<file path="src/rtl/bdcr_pkg.sv">
package bdcr_pkg;

	// Configuration register indexes.
	localparam int unsigned CFG_IDX_W = 2;
	localparam logic [CFG_IDX_W-1:0] CFG_COLOR_MODE  = 2'd0;
	localparam logic [CFG_IDX_W-1:0] CFG_MATRIX_SIZE = 2'd1;
	localparam logic [CFG_IDX_W-1:0] CFG_STRENGTH    = 2'd2;

	localparam int unsigned STRENGTH_W = 10;
	localparam logic [STRENGTH_W-1:0] STRENGTH_RESET = 10'd256;

	// Mode codes.
	localparam logic MODE_WEBSAFE = 1'b0;
	localparam logic MODE_VGA     = 1'b1;
	localparam logic MATRIX_8X8   = 1'b0;
	localparam logic MATRIX_4X4   = 1'b1;

	typedef logic signed [6:0]  offset_t;   // D, offset is D/64
	typedef logic signed [16:0] scaled_t;   // D * strength
	typedef logic signed [23:0] ws_sum_t;   // web-safe sum in 1/16384 units
	typedef logic signed [17:0] vga_sum_t;  // VGA sum in 1/256 units
	typedef logic [18:0]        wsq_t;      // weighted squared difference
	typedef logic [19:0]        dist_t;     // palette distance
	typedef logic [3:0]         pal_idx_t;

	// 8x8 Bayer matrix, indexed by {row, column}.
	localparam logic [5:0] DITH8 [64] = '{
		6'd0,  6'd48, 6'd12, 6'd60, 6'd3,  6'd51, 6'd15, 6'd63,
		6'd32, 6'd16, 6'd44, 6'd28, 6'd35, 6'd19, 6'd47, 6'd31,
		6'd8,  6'd56, 6'd4,  6'd52, 6'd11, 6'd59, 6'd7,  6'd55,
		6'd40, 6'd24, 6'd36, 6'd20, 6'd43, 6'd27, 6'd39, 6'd23,
		6'd2,  6'd50, 6'd14, 6'd62, 6'd1,  6'd49, 6'd13, 6'd61,
		6'd34, 6'd18, 6'd46, 6'd30, 6'd33, 6'd17, 6'd45, 6'd29,
		6'd10, 6'd58, 6'd6,  6'd54, 6'd9,  6'd57, 6'd5,  6'd53,
		6'd42, 6'd26, 6'd38, 6'd22, 6'd41, 6'd25, 6'd37, 6'd21
	};

	// 4x4 Bayer matrix, indexed by {row, column}.
	localparam logic [3:0] DITH4 [16] = '{
		4'd0,  4'd8,  4'd2,  4'd10,
		4'd12, 4'd4,  4'd14, 4'd6,
		4'd3,  4'd11, 4'd1,  4'd9,
		4'd15, 4'd7,  4'd13, 4'd5
	};

	// Palette entries as {red, green, blue} level codes.
	localparam logic [5:0] PAL_CODE [16] = '{
		6'b00_00_00, 6'b01_00_00, 6'b00_01_00, 6'b01_01_00,
		6'b00_00_01, 6'b01_00_01, 6'b00_01_01, 6'b10_10_10,
		6'b01_01_01, 6'b11_00_00, 6'b00_11_00, 6'b11_11_00,
		6'b00_00_11, 6'b11_00_11, 6'b00_11_11, 6'b11_11_11
	};

	// Web-safe level k is reached when N >= (2k-1) * 51 * 8192.
	localparam ws_sum_t WS_TH [5] = '{
		24'sd417792, 24'sd1253376, 24'sd2088960, 24'sd2924544, 24'sd3760128
	};

	// Per-channel weights of the palette distance: red, green, blue.
	localparam logic [2:0] CHAN_WEIGHT [3] = '{3'd3, 3'd6, 3'd1};

	// Channel value of a palette level code.
	function automatic logic [7:0] level_value(input logic [1:0] code);
		logic [7:0] v;
		case (code)
			2'd0: v = 8'd0;
			2'd1: v = 8'd128;
			2'd2: v = 8'd192;
			default: v = 8'd255;
		endcase
		return v;
	endfunction

	// Channel value of a web-safe level.
	function automatic logic [7:0] ws_value(input logic [2:0] level);
		logic [7:0] v;
		case (level)
			3'd0: v = 8'd0;
			3'd1: v = 8'd51;
			3'd2: v = 8'd102;
			3'd3: v = 8'd153;
			3'd4: v = 8'd204;
			default: v = 8'd255;
		endcase
		return v;
	endfunction

endpackage

</file>
<file path="src/rtl/bayer_dither_color_reduce.sv">
// Ordered Bayer dither with color reduction to web-safe or 16-color VGA.
//
// Pixel input: pixel_valid/pixel_ready with red_in, green_in, blue_in and the
// Bayer column_phase/row_phase. Result output: result_valid/result_ready with
// red_out, green_out, blue_out. An item moves at a clock edge where valid and
// ready are both high.
// Configuration: cfg_write_enable writes cfg_data to register cfg_index
// (0 color_mode, 1 matrix_size, 2 dither_strength) at once; index 3 is
// ignored. Write only while no item is in flight.
// The pipeline has seven register stages (offset scaling, sums, quantize,
// squares, distances and a two-level registered minimum search), so one item
// enters every cycle unless all stages hold an item and the receiver stalls.
// When the receiver stalls, each stage holds its item and empty stages keep
// filling; pixel_ready drops only once all seven stages hold an item.
// Reset clears all stage valid bits and returns the registers to web-safe
// mode, 8x8 matrix and strength 256.
module bayer_dither_color_reduce
	import bdcr_pkg::*;
(
	input  logic                  clk,
	input  logic                  arst_n,
	input  logic                  cfg_write_enable,
	input  logic [CFG_IDX_W-1:0]  cfg_index,
	input  logic [STRENGTH_W-1:0] cfg_data,
	input  logic                  pixel_valid,
	output logic                  pixel_ready,
	input  logic [7:0]            red_in,
	input  logic [7:0]            green_in,
	input  logic [7:0]            blue_in,
	input  logic [2:0]            column_phase,
	input  logic [2:0]            row_phase,
	output logic                  result_valid,
	input  logic                  result_ready,
	output logic [7:0]            red_out,
	output logic [7:0]            green_out,
	output logic [7:0]            blue_out
);

	// Configuration registers.
	logic                  color_mode_q;
	logic                  matrix_size_q;
	logic [STRENGTH_W-1:0] strength_q;

	always_ff @(posedge clk or negedge arst_n) begin
		if (!arst_n) begin
			color_mode_q  <= MODE_WEBSAFE;
			matrix_size_q <= MATRIX_8X8;
			strength_q    <= STRENGTH_RESET;
		end else if (cfg_write_enable) begin
			case (cfg_index)
				CFG_COLOR_MODE:  color_mode_q  <= cfg_data[0];
				CFG_MATRIX_SIZE: matrix_size_q <= cfg_data[0];
				CFG_STRENGTH:    strength_q    <= cfg_data;
				default: ;
			endcase
		end
	end

	// Stage valid bits and per-stage load enables.
	logic valid_s1, valid_s2, valid_s3, valid_s4, valid_s5, valid_s6, valid_s7;
	logic en1, en2, en3, en4, en5, en6, en7;

	assign en7 = !valid_s7 || result_ready;
	assign en6 = !valid_s6 || en7;
	assign en5 = !valid_s5 || en6;
	assign en4 = !valid_s4 || en5;
	assign en3 = !valid_s3 || en4;
	assign en2 = !valid_s2 || en3;
	assign en1 = !valid_s1 || en2;
	assign pixel_ready  = en1;
	assign result_valid = valid_s7;

	always_ff @(posedge clk or negedge arst_n) begin
		if (!arst_n) begin
			valid_s1 <= 1'b0;
			valid_s2 <= 1'b0;
			valid_s3 <= 1'b0;
			valid_s4 <= 1'b0;
			valid_s5 <= 1'b0;
			valid_s6 <= 1'b0;
			valid_s7 <= 1'b0;
		end else begin
			if (en1) valid_s1 <= pixel_valid;
			if (en2) valid_s2 <= valid_s1;
			if (en3) valid_s3 <= valid_s2;
			if (en4) valid_s4 <= valid_s3;
			if (en5) valid_s5 <= valid_s4;
			if (en6) valid_s6 <= valid_s5;
			if (en7) valid_s7 <= valid_s6;
		end
	end

	// Stage 1: Bayer lookup, centered offset and strength scaling.
	logic [5:0] b8;
	logic [3:0] b4;
	offset_t    d_off;
	scaled_t    ds;

	assign b8 = DITH8[{row_phase, column_phase}];
	assign b4 = DITH4[{row_phase[1:0], column_phase[1:0]}];
	assign d_off = (matrix_size_q == MATRIX_8X8) ? ($signed({1'b0, b8}) - 7'sd32)
		: ($signed({1'b0, b4, 2'b00}) - 7'sd32);
	assign ds = scaled_t'(d_off) * scaled_t'($signed({1'b0, strength_q}));

	logic [7:0] chan_s1 [3];
	scaled_t    ds_s1;
	logic       mode_s1;

	always_ff @(posedge clk) begin
		if (en1) begin
			chan_s1[0] <= red_in;
			chan_s1[1] <= green_in;
			chan_s1[2] <= blue_in;
			ds_s1      <= ds;
			mode_s1    <= color_mode_q;
		end
	end

	// Stage 2: per-channel sums for both modes.
	ws_sum_t  dse;
	ws_sum_t  ds51;
	vga_sum_t dsv;
	ws_sum_t  ws_sum_s2 [3];
	vga_sum_t vga_sum_s2 [3];
	logic     mode_s2;

	assign dse  = {{7{ds_s1[16]}}, ds_s1};
	assign ds51 = (dse <<< 5) + (dse <<< 4) + (dse <<< 1) + dse;
	assign dsv  = {ds_s1[16], ds_s1};

	always_ff @(posedge clk) begin
		if (en2) begin
			for (int c = 0; c < 3; c++) begin
				ws_sum_s2[c]  <= $signed({2'b00, chan_s1[c], 14'd0}) + ds51;
				vga_sum_s2[c] <= $signed({2'b00, chan_s1[c], 8'd0}) + dsv;
			end
			mode_s2 <= mode_s1;
		end
	end

	// Stage 3: web-safe level count and VGA floor with clamp.
	logic [7:0] ws_s3 [3];
	logic [7:0] q_s3 [3];
	logic       mode_s3;
	logic [2:0] level [3];
	logic [7:0] qv [3];

	always_comb begin
		for (int c = 0; c < 3; c++) begin
			level[c] = 3'd0;
			for (int k = 0; k < 5; k++) begin
				level[c] = level[c] + {2'b00, (ws_sum_s2[c] >= WS_TH[k])};
			end
			if (vga_sum_s2[c][17]) begin
				qv[c] = 8'd0;
			end else if (vga_sum_s2[c][16]) begin
				qv[c] = 8'd255;
			end else begin
				qv[c] = vga_sum_s2[c][15:8];
			end
		end
	end

	always_ff @(posedge clk) begin
		if (en3) begin
			for (int c = 0; c < 3; c++) begin
				ws_s3[c] <= ws_value(level[c]);
				q_s3[c]  <= qv[c];
			end
			mode_s3 <= mode_s2;
		end
	end

	// Stage 4: weighted squared difference to each palette level, per channel.
	logic [7:0]  adiff [3][4];
	logic [15:0] sq [3][4];
	wsq_t        wsq_s4 [3][4];
	logic [7:0]  ws_s4 [3];
	logic        mode_s4;

	always_comb begin
		for (int c = 0; c < 3; c++) begin
			for (int k = 0; k < 4; k++) begin
				if (q_s3[c] >= level_value(2'(k))) begin
					adiff[c][k] = q_s3[c] - level_value(2'(k));
				end else begin
					adiff[c][k] = level_value(2'(k)) - q_s3[c];
				end
				sq[c][k] = adiff[c][k] * adiff[c][k];
			end
		end
	end

	always_ff @(posedge clk) begin
		if (en4) begin
			for (int c = 0; c < 3; c++) begin
				for (int k = 0; k < 4; k++) begin
					wsq_s4[c][k] <= wsq_t'(sq[c][k]) * wsq_t'(CHAN_WEIGHT[c]);
				end
			end
			ws_s4   <= ws_s3;
			mode_s4 <= mode_s3;
		end
	end

	// Stage 5: distance of every palette entry.
	dist_t      dist_s5 [16];
	logic [7:0] ws_s5 [3];
	logic       mode_s5;

	always_ff @(posedge clk) begin
		if (en5) begin
			for (int i = 0; i < 16; i++) begin
				dist_s5[i] <= dist_t'(wsq_s4[0][PAL_CODE[i][5:4]])
					+ dist_t'(wsq_s4[1][PAL_CODE[i][3:2]])
					+ dist_t'(wsq_s4[2][PAL_CODE[i][1:0]]);
			end
			ws_s5   <= ws_s4;
			mode_s5 <= mode_s4;
		end
	end

	// Stage 6: best entry in each group of four; the lower index keeps a tie.
	pal_idx_t   grp_idx [4];
	dist_t      grp_dist [4];
	pal_idx_t   best_idx_s6 [4];
	dist_t      grp_min_s6 [4];
	logic [7:0] ws_s6 [3];
	logic       mode_s6;

	always_comb begin
		for (int g = 0; g < 4; g++) begin
			grp_idx[g]  = pal_idx_t'(4 * g);
			grp_dist[g] = dist_s5[4 * g];
			for (int j = 1; j < 4; j++) begin
				if (dist_s5[4 * g + j] < grp_dist[g]) begin
					grp_dist[g] = dist_s5[4 * g + j];
					grp_idx[g]  = pal_idx_t'(4 * g + j);
				end
			end
		end
	end

	always_ff @(posedge clk) begin
		if (en6) begin
			best_idx_s6 <= grp_idx;
			grp_min_s6  <= grp_dist;
			ws_s6       <= ws_s5;
			mode_s6     <= mode_s5;
		end
	end

	// Stage 7: final choice among the four groups and the output register.
	pal_idx_t fin_idx;
	dist_t    fin_dist;
	logic     mode_s7;

	always_comb begin
		fin_idx  = best_idx_s6[0];
		fin_dist = grp_min_s6[0];
		for (int g = 1; g < 4; g++) begin
			if (grp_min_s6[g] < fin_dist) begin
				fin_dist = grp_min_s6[g];
				fin_idx  = best_idx_s6[g];
			end
		end
	end

	always_ff @(posedge clk) begin
		if (en7) begin
			if (mode_s6 == MODE_VGA) begin
				red_out   <= level_value(PAL_CODE[fin_idx][5:4]);
				green_out <= level_value(PAL_CODE[fin_idx][3:2]);
				blue_out  <= level_value(PAL_CODE[fin_idx][1:0]);
			end else begin
				red_out   <= ws_s6[0];
				green_out <= ws_s6[1];
				blue_out  <= ws_s6[2];
			end
			mode_s7 <= mode_s6;
		end
	end

	// The input side stalls only when every stage holds an item.
	assert property (@(posedge clk) disable iff (!arst_n)
		!pixel_ready |-> (valid_s1 && valid_s2 && valid_s3 && valid_s4
			&& valid_s5 && valid_s6 && valid_s7))
		else $error("pixel_ready low with an empty stage");

	// An accepted item always lands in the first stage.
	assert property (@(posedge clk) disable iff (!arst_n)
		pixel_valid && pixel_ready |=> valid_s1)
		else $error("accepted item lost at stage 1");

	// VGA results are palette channel values.
	assert property (@(posedge clk) disable iff (!arst_n)
		result_valid && mode_s7 == MODE_VGA |->
			(red_out == 8'd0 || red_out == 8'd128 || red_out == 8'd192
				|| red_out == 8'd255)
			&& (green_out == 8'd0 || green_out == 8'd128 || green_out == 8'd192
				|| green_out == 8'd255)
			&& (blue_out == 8'd0 || blue_out == 8'd128 || blue_out == 8'd192
				|| blue_out == 8'd255))
		else $error("VGA result is not a palette color");

	// Web-safe results are one of the six levels; red stands for all channels.
	assert property (@(posedge clk) disable iff (!arst_n)
		result_valid && mode_s7 == MODE_WEBSAFE |->
			(red_out == 8'd0 || red_out == 8'd51 || red_out == 8'd102
				|| red_out == 8'd153 || red_out == 8'd204 || red_out == 8'd255))
		else $error("web-safe result is not a web-safe level");

endmodule

</file>
<file path="config.mk">
export PLATFORM = sky130hd
export DESIGN_NAME = bayer_dither_color_reduce
export DESIGN_NICKNAME = d
export VERILOG_FILES = /design/src/rtl/bdcr_pkg.sv /design/src/rtl/bayer_dither_color_reduce.sv
export SDC_FILE = /design/constraint.sdc
export NUM_CORES = 2
export LEC_CHECK = 0
export BUFFER_PORTS_ARGS = -buffer_cell sky130_fd_sc_hd__buf_4
export CORE_MARGIN = 4
export CORE_UTILIZATION = 44
export CTS_CLUSTER_DIAMETER = 100
export DETAILED_ROUTE_END_ITERATION = 16
export GPL_ROUTABILITY_DRIVEN = 0
export PLACE_DENSITY = 0.64
export SLEW_MARGIN = 20
export SYNTH_ARGS = -nofsm -noshare
export SYNTH_HDL_FRONTEND = slang
export SYNTH_SLANG_ARGS = --single-unit
</file>
<file path="constraint.sdc">
create_clock -name clk -period 30.1 [get_ports clk]
set_input_delay 3.01 -clock clk [delete_from_list [all_inputs] [get_ports clk]]
set_output_delay 3.01 -clock clk [all_outputs]
set_load 0.05 [all_outputs]
</file>
==> run summary <==
status: finished, final reports clean
hold buffers post-CTS: 0
CTS Buf Count: 89
initial DRC count: 4427
startpoint types: input pin
GRT overflow: 0
period utilization: 0.286
Pins Over Slew Limit: 0
# IOs: 73
relative slew slack: 0.257
clk sinks: 786
via count: 58.1k
Remaining DRCs: 0
postcts setup bufs: 0
FMAX: 116 MHz
Fin. Hold Viols: 0
Routed Antenna Nets: 0
crit path max fanout: 44
Post-synth top flop: edfxtp_1
synthesized instance count: 7865
flop and latch count out of synthesis: 786
Tightest Pin Transition: 1.11 ns
DRT Pass-1 Iters: 5
Starting Density: 0.444
multi-input logic area: 51400 µm²
Max Cap Viol: 0
largest net degree at the start of global routing: 83
worst-skew pair later-pin latency: 0.74 ns
Die ar.: 186000 µm²
fillers: 16.0k
final WL: 215 mm
area grow syn2layout: 8.48%
CORE AREA: 177000 µm²
initial antenna violation count: 2
post-synth cell types: 96
unrepaired setup endpoints after global routing: false
Wirelength per Cell: 20.6 µm
Layout Utilization: 0.482
GRT Overall Usage: 0.228
vias in the first global route: 57.1k
syn avg cell area: 10.0 µm²
Post-synth EDFFs: 767
final-report setup violation count: 0
Critical Path RT: 27.09 ns
Ys Warns: 0
Worst Hold Class: reg2reg
clock tree buffer depth: 3
Final TNS setup: 0 ns
crit path DAT: 5.61 ns
sequential share of the synthesized area: 0.299
FF-to-FF setup slack: 21.70 ns
area leader, netlist: edfxtp_1
chip width: 431 µm
most common cell in the netlist: ha_1
first-pass GRT wire length: 328 mm
most frequent cells after synthesis: ha_1, inv_1, edfxtp_1
Post-Synthesis Cell Area: 78700 µm²
clock-pin slew on the worst setup and hold paths: 0.06 ns
synth top area cells: edfxtp_1, ha_1, fa_1
Crit. End Element: primary output
HPWL after DPL: 179 mm
FFs w/ async S/R, synth: 0.0242
CTS tree: done
post-synth top area share: 0.293
CTS root buf: clkbuf_16
PortBufs: 72
Die Y: 431 µm
vias per cell: 5.58
fin crit period: 8.62 ns
final clock skew: 0.107 ns
number of nets in the layout: 9682
CP Class: in2out
CTS H-tree lvls: 3
register area: 23500 µm²
proportion of layout cells with a drive suffix above 1: 0.0534
post-cts resize count: 0
row cnt: 154
==> cell type report <==
| type | count | area share |
|---|---|---|
| antenna | 1 | 0.0000293 |
| clock buffer | 101 | 0.0266 |
| sequential | 786 | 0.275 |
| timing repair buffer | 119 | 0.0105 |
| clock inverter | 65 | 0.0100 |
| inverter | 942 | 0.0415 |
| tap | 2340 | 0.0343 |
| multi-input combinational | 6057 | 0.602 |
==> registers in the layout, summed over array words and instances (netlist names), 8 cells and up <==
name	count
best_idx_s6	8
chan_s1	24
dist_s5	295
ds_s1	17
grp_min_s6	80
q_s3	24
strength_q	10
vga_sum_s2	30
ws_s3	12
ws_s4	12
ws_s5	12
ws_s6	12
ws_sum_s2	31
wsq_s4	186
==> worst paths after layout <==
path / startpoint / to / cells after the start
setup reg to reg: dist_s5[8][2]$_DFFE_PP_ / grp_min_s6[57]$_DFFE_PP_ / 33
hold reg to reg: ws_s5[4]$_DFFE_PP_ / ws_s6[4]$_DFFE_PP_ / 0
max in group asynchronous: arst_n / strength_q[8]$_DFFE_PN1P_ / 1
setup / recovery: result_ready / pixel_ready / 7
min in group asynchronous: arst_n / strength_q[9]$_DFFE_PN0P_ / 1
hold / removal: ws_s5[4]$_DFFE_PP_ / ws_s6[4]$_DFFE_PP_ / 0
==> per-layer routing <==
metal | up-vias | part of all wire | GRT usage
met2 | 1746 | 0.45 | 0.366
met4 | 0 | 0.061 | 0.114
met3 | 495 | 0.061 | 0.0322
li1 | 27900 | - | -
met5 | - | 0 | 0
met1 | 27900 | 0.43 | 0.302
==> cells in the final DEF, fill, tap and decap left out, types with 118 or more instances in the layout <==
master	instances
a21o_1	200
a21oi_1	488
buf_4	119
edfxtp_1	767
fa_1	414
ha_1	1226
inv_1	936
mux2i_1	162
nand2_1	386
nand3_1	125
nor2_1	714
nor3_1	118
o21ai_0	320
xnor2_1	503
xor2_1	192
==> cell families (layout without fill, tap and decap cells) <==
| family | after synthesis | after routing | share of synthesized area |
|---|---|---|---|
| flops | 786 | 786 | 0.299 |
| other cells | 2 | 33 | 0.0000954 |
| compound gates | 1646 | 1646 | 0.136 |
| xor+xnor | 695 | 695 | 0.0773 |
| mux | 223 | 223 | 0.0296 |
| buf+inv | 1052 | 1227 | 0.0512 |
| fa+ha+maj | 1640 | 1640 | 0.300 |
| simple gates | 1821 | 1821 | 0.107 |
==> worst max-delay path, cell delays in order <==
cell     delay [ns]
buf_4          0.11
nor2b_1        0.48
nand3_4        0.52
nor2_1         0.67
nand4_1        0.19
buf_4          0.32
buf_4          0.28
==> per-stage QoR <==
stage	hold slack, ns	cells	worst slack, ns	area [µm²]
floorplan	0.400	7895	12.48	78800
global placement	0.401	10200	21.49	82200
detailed placement	0.405	10200	21.45	82200
CTS	0.407	10400	21.43	85400
global route	0.424	10400	21.07	85400
finish	0.414	10400	21.48	85400
Power is not shown: default switching activity piles up to over one toggle a cycle in this logic, so the estimate is an artifact.
